<file path="config.mk">
export PLATFORM = sky130hd
export DESIGN_NAME = icts_div
export DESIGN_NICKNAME = d
export VERILOG_FILES = /design/src/icts_pkg.sv /design/src/icts_div.sv
export SDC_FILE = /design/constraint.sdc
export NUM_CORES = 1
export LEC_CHECK = 0
export BUFFER_PORTS_ARGS = -buffer_cell sky130_fd_sc_hd__buf_4
export CAP_MARGIN = 10
export CORE_ASPECT_RATIO = 1.1
export CORE_MARGIN = 10
export CORE_UTILIZATION = 45
export DETAILED_ROUTE_END_ITERATION = 10
export PLACE_DENSITY = 0.71
export SLEW_MARGIN = 20
export SYNTH_ARGS = -nofsm -noshare
export SYNTH_HDL_FRONTEND = slang
export SYNTH_SLANG_ARGS = --single-unit
export TNS_END_PERCENT = 20
</file>
<file path="constraint.sdc">
create_clock -name clock -period 3.25 [get_ports clock]
set_clock_uncertainty 0.1 [all_clocks]
set_input_delay 0.65 -clock clock [delete_from_list [all_inputs] [get_ports clock]]
set_output_delay 0.65 -clock clock [all_outputs]
set_load 0.02 [all_outputs]
</file>
<file path="src/icts_pkg.sv">
// Shared constants, codes and types for the inverse CDF table sampler.
`timescale 1ns / 1ps
package icts_pkg;
   localparam int TABLE_ENTRIES = 4096;
   localparam int IDX_W = $clog2(TABLE_ENTRIES);
   localparam int CNT_W = IDX_W + 1;
   localparam int SUM_W = 36;
   localparam int GRID_W = 32;
   localparam int DENS_W = 24;
   localparam int UNI_W = 24;
   localparam int TGT_W = SUM_W + UNI_W;
   localparam int FRAC_W = TGT_W + 2;
   localparam int FH_W = FRAC_W - UNI_W;
   localparam int FH_LO_W = 18;
   localparam int MUL_A_W = 26;
   localparam int DG_W = GRID_W + 1;
   localparam int PROD_W = MUL_A_W + DG_W;
   localparam int ACC_W = 64;

   typedef logic [1:0] cmd_type;
   typedef logic [1:0] status_type;

   localparam cmd_type CMD_CLEAR  = 2'd0;
   localparam cmd_type CMD_APPEND = 2'd1;
   localparam cmd_type CMD_DRAW   = 2'd2;

   localparam status_type ST_OK       = 2'd0;
   localparam status_type ST_ZERO_SUM = 2'd1;
   localparam status_type ST_TOO_FEW  = 2'd2;
   localparam status_type ST_FULL     = 2'd3;

   typedef struct packed {
      logic              en;
      logic [IDX_W-1:0]  addr;
      logic [SUM_W-1:0]  cum;
      logic [GRID_W-1:0] grid;
   } store_wr_type;
endpackage

</file>
<file path="src/icts_div.sv">
// Serial restoring divider, one quotient bit per cycle.
`timescale 1ns / 1ps
module icts_div (
   input  logic                       clock,
   input  logic                       reset,
   input  logic                       start,
   input  logic [icts_pkg::TGT_W-1:0] dividend,
   input  logic [icts_pkg::SUM_W-1:0] divisor,
   output logic                       done,
   output logic [icts_pkg::TGT_W-1:0] quotient,
   output logic                       rem_nz
);
   import icts_pkg::*;
   localparam int CW = $clog2(TGT_W + 1);

   logic              busy_ff, busy_in;
   logic              done_ff, done_in;
   logic [CW-1:0]     cnt_ff, cnt_in;
   logic [SUM_W-1:0]  rem_ff, rem_in;
   logic [SUM_W-1:0]  div_ff, div_in;
   logic [TGT_W-1:0]  quo_ff, quo_in;
   logic [SUM_W:0]    trial;
   logic              ge;

   assign trial = {rem_ff, quo_ff[TGT_W-1]};
   assign ge = trial >= {1'b0, div_ff};

   always_comb begin
      busy_in = busy_ff;
      done_in = 1'b0;
      cnt_in = cnt_ff;
      rem_in = rem_ff;
      div_in = div_ff;
      quo_in = quo_ff;
      if (start) begin
         busy_in = 1'b1;
         cnt_in = CW'(TGT_W);
         rem_in = '0;
         div_in = divisor;
         quo_in = dividend;
      end else if (busy_ff) begin
         rem_in = ge ? SUM_W'(trial - {1'b0, div_ff}) : trial[SUM_W-1:0];
         quo_in = {quo_ff[TGT_W-2:0], ge};
         cnt_in = cnt_ff - CW'(1);
         if (cnt_ff == CW'(1)) begin
            busy_in = 1'b0;
            done_in = 1'b1;
         end
      end
   end

   always_ff @(posedge clock) begin
      if (reset) begin
         busy_ff <= 1'b0;
         done_ff <= 1'b0;
         cnt_ff  <= '0;
      end else begin
         busy_ff <= busy_in;
         done_ff <= done_in;
         cnt_ff  <= cnt_in;
      end
      rem_ff <= rem_in;
      div_ff <= div_in;
      quo_ff <= quo_in;
   end

   assign done = done_ff;
   assign quotient = quo_ff;
   assign rem_nz = |rem_ff;
endmodule

</file>
==> flow_metrics.py <==
metrics = {
    "global_routing": {
        "grt_pass1_vias": 6395,
        "antenna_found_initial": 0,
        "gr-total-overflow": 0,
        "grt_usage_pct": 18.00,
        "grt_start_max_net_pins": 64,
        "grt_pass1_wl_um": 33180,
    },
    "sta": {
        "max_slew_margin_pct": 55.29,
        "max_freq_ghz": 0.3238,
        "hold_violations": 0,
        "final.min_clock_period_ns": 3.088,
        "finalCritPeriodShare_pct": 95.02,
        "rsz0062_at_grt": "false",
        "tightest_slew_ns": 0.6682,
        "setup_viol": 0,
        "tns_ns": 0,
        "slew_violations": 0,
    },
    "worst_hold_path": {
        "hold_path_depth": 1,
        "hold_path.class": "in -> reg",
    },
    "setup_path": {
        "start_kind": "flip-flop",
        "crit_chain": "inv_1 -> ha_1 -> and2b_2 -> o21ba_4 -> o2111a_1 -> o311a_1 -> o21a_1 -> o31a_2 -> buf_4 -> xor2_1 -> mux2i_1 -> a211oi_1",
        "cp_data_arrival_time_ns": 3.32,
        "cp_slowest_cell": "edfxtp_1",
        "path_max_fanout": 4,
        "crit_family": "compound AO/OA/AOI/OAI gates",
        "worstPathRequired_ns": 3.48,
        "path_class": "reg -> reg",
        "ff2ff_path_depth": 12,
        "critPathMaxStageDelay_ns": 0.42,
        "setup.worst_path.end_class": "flip-flop",
        "critPathBufInv": 2,
        "cp_num_cells": 12,
    },
    "routing": {
        "num_vias": 6211,
        "final_antenna_net_count": 0,
        "dr.pass1.iters": 5,
        "drtIter0Drc": 443,
        "wl_per_cell_um": 18.06,
        "drc": 0,
        "wirelength_um": 20960,
        "viasPerCell": 5.350,
    },
    "power": {
        "switching_share_pct": 29.02,
        "p_leak_nw": 4.163,
        "power.internal_mw": 3.631,
        "p_sw_mw": 1.484,
        "seq_power_share_pct": 42.4,
        "p_comb_share_pct": 20.6,
        "peakVddDrop_uv": 377.6,
        "total_power_mw": 5.116,
        "clkPwrFrac_pct": 37.0,
        "power_density_nw_per_um2": 513.8,
    },
    "synth": {
        "synth_edf_count": 96,
        "ys.flop_type": "edfxtp_1",
        "yosysWarningCount": 0,
        "yosysSeqAreaShare_pct": 48.22,
        "synth-seq-cells": 140,
        "synthCells": 743,
        "synth_top_cell_by_area": "edfxtp_1",
        "yosys-top-cells-area": "edfxtp_1, dfxtp_1, mux2_2",
        "synth-async-reset-ratio_pct": 0,
        "yosysUniqueCellTypes": 58,
        "syn_area_per_cell_um2": 10.50,
        "synth_top_area_share_pct": 36.93,
        "syn_nets": 881,
        "syn_area_um2": 7805,
    },
    "cells_and_area": {
        "utilization_pct": 58.51,
        "final_common_cell": "buf_4",
        "nets": 1052,
        "drive_gt1_share_pct": 32.36,
        "syn_to_final_growth_pct": 27.56,
        "diodes": 0,
        "stdcell_area_um2": 9956,
        "final_cell_mix": "buf_4, edfxtp_1, nor2_1",
    },
    "clock_tree": {
        "root_buffer": "clkbuf_16",
        "cts_tree": "done",
        "clkSinkCount": 140,
        "clkTransAtPathRegs_ns": 0.07,
        "cts_buffer_depth": 2,
        "clkLatencyLatePin_ns": 0.43,
        "cts_buffers": 17,
        "htreeDepth": 4,
    },
    "outcome": {
        "status": "finished clean",
    },
    "run": {
        "timing.max_cap.violations": 0,
    },
    "placement": {
        "dpl.hpwl_um": 15500,
        "port_buffers": 160,
        "dpl-instance-area_um2": 9350,
        "gp_congestion": 0.8891,
    },
    "floorplanning": {
        "core_um2": 17020,
        "io_pins": 161,
        "fp.dieW_um": 145.6,
        "core.rowCount": 50,
        "fp.dieH_um": 158.1,
        "start_util_pct": 45.87,
        "dieArea_um2": 23020,
    },
}
==> timing repair <==
item	CTS	global route
hold buffers	0	0
buffers inserted	0	1
endpoints found under the setup margin	0	36
gates resized for setup	0	5
==> sequential cells by signal, summed over array words and instances (netlist names) <==
name	count
quotient	60
div_ff	36
rem_ff	36
cnt_ff	6
busy_ff	1
done	1
==> cells by family (layout without fill, tap and decap cells) <==
| logic type | after synthesis | count (layout) | share of synthesized area (%) |
|---|---|---|---|
| adder cells (fa/ha/maj) | 39 | 39 | 6.348 |
| XOR/XNOR | 32 | 32 | 3.591 |
| multiplexers | 81 | 81 | 11.41 |
| buffers and inverters | 91 | 275 | 4.905 |
| AND/OR/NAND/NOR | 196 | 196 | 11.49 |
| AO/OA/AOI/OAI | 164 | 164 | 14.03 |
| flip-flops | 140 | 140 | 48.22 |
==> worst register-to-register path, cell delays in order (launching register included) <==
cell and delay (ns):
edfxtp_1 0.42, inv_1 0.08, ha_1 0.23, and2b_2 0.21, o21ba_4 0.20, o2111a_1 0.26, o311a_1 0.32, o21a_1 0.21
o31a_2 0.37, buf_4 0.16, xor2_1 0.14, mux2i_1 0.09, a211oi_1 0.23
==> per-layer routing <==
metal / GRT usage, % / up-vias / routed length (um)
li1: - / 3058 / -
met5: 0 / - / 0
met3: 8.310 / 30 / 2130
met4: 6.647 / 0 / 388
met2: 29.16 / 212 / 9719
met1: 20.54 / 2911 / 8724
==> stage by stage <==
step	hold WS, ns	instances	worst slack [ns]
floorplan	0.3683	743	0.2604
global placement	0.3846	1128	0.1608
detailed placement	0.3979	1128	0.07307
CTS	0.2795	1160	0.05602
global route	0.2798	1161	0.009503
finish	0.2961	1161	0.1618
==> worst paths after layout <==
check | from | end | slack, ns
min | divisor[34] | div_ff[34] | 0.30
min reg2reg | cnt_ff[1] | cnt_ff[1] | 0.40
max | div_ff[1] | rem_ff[27] | 0.16
max reg2reg | div_ff[1] | rem_ff[27] | 0.16
==> synth_stat cells, drive strengths merged (2+ instances only) <==
cell type and number:
mux2i 17, nor2 67, a21oi 48, and2b 2
nor3 11, o21bai 9, a22o 2, a21o 15
mux2 64, o211ai 7, xor2 12, nand3 13
or3 4, buf 16, nand3b 3, inv 55
o21ai 31, o31ai 2, a211oi 18, nand2 61
o21a 4, dfxtp 44, nand2b 3, ha 38
a31oi 8, edfxtp 96, a221oi 2, or2b 2
clkbuf 20, a2111oi 2, o221ai 4, o22ai 4
nand4 9, and4 2, nor4 12, and3 2
xnor2 20, nor2b 3
==> power groups by stage <==
stage          Clock [mW]  Combinational [mW]  Sequential (mW)
6_report             1.89                1.05             2.17
5_1_grt              2.00                1.15             2.19
4_1_cts              1.93                1.05             2.17
3_5_place_dp            0                1.04             2.21
3_3_place_gp            0                1.04             2.20
2_1_floorplan           0               0.555             2.29
==> area by class of cell <==
type                    count  area, um^2
flip-flops and latches    140        3764
clock inverters            14       135.1
inverters                  55       206.4
repair buffers            188        1436
multi-input cells         512        3692
well taps                 234       292.8
fillers                  1457        7061
clock buffers              18       429.2
Power figures use the tool's default switching activity.
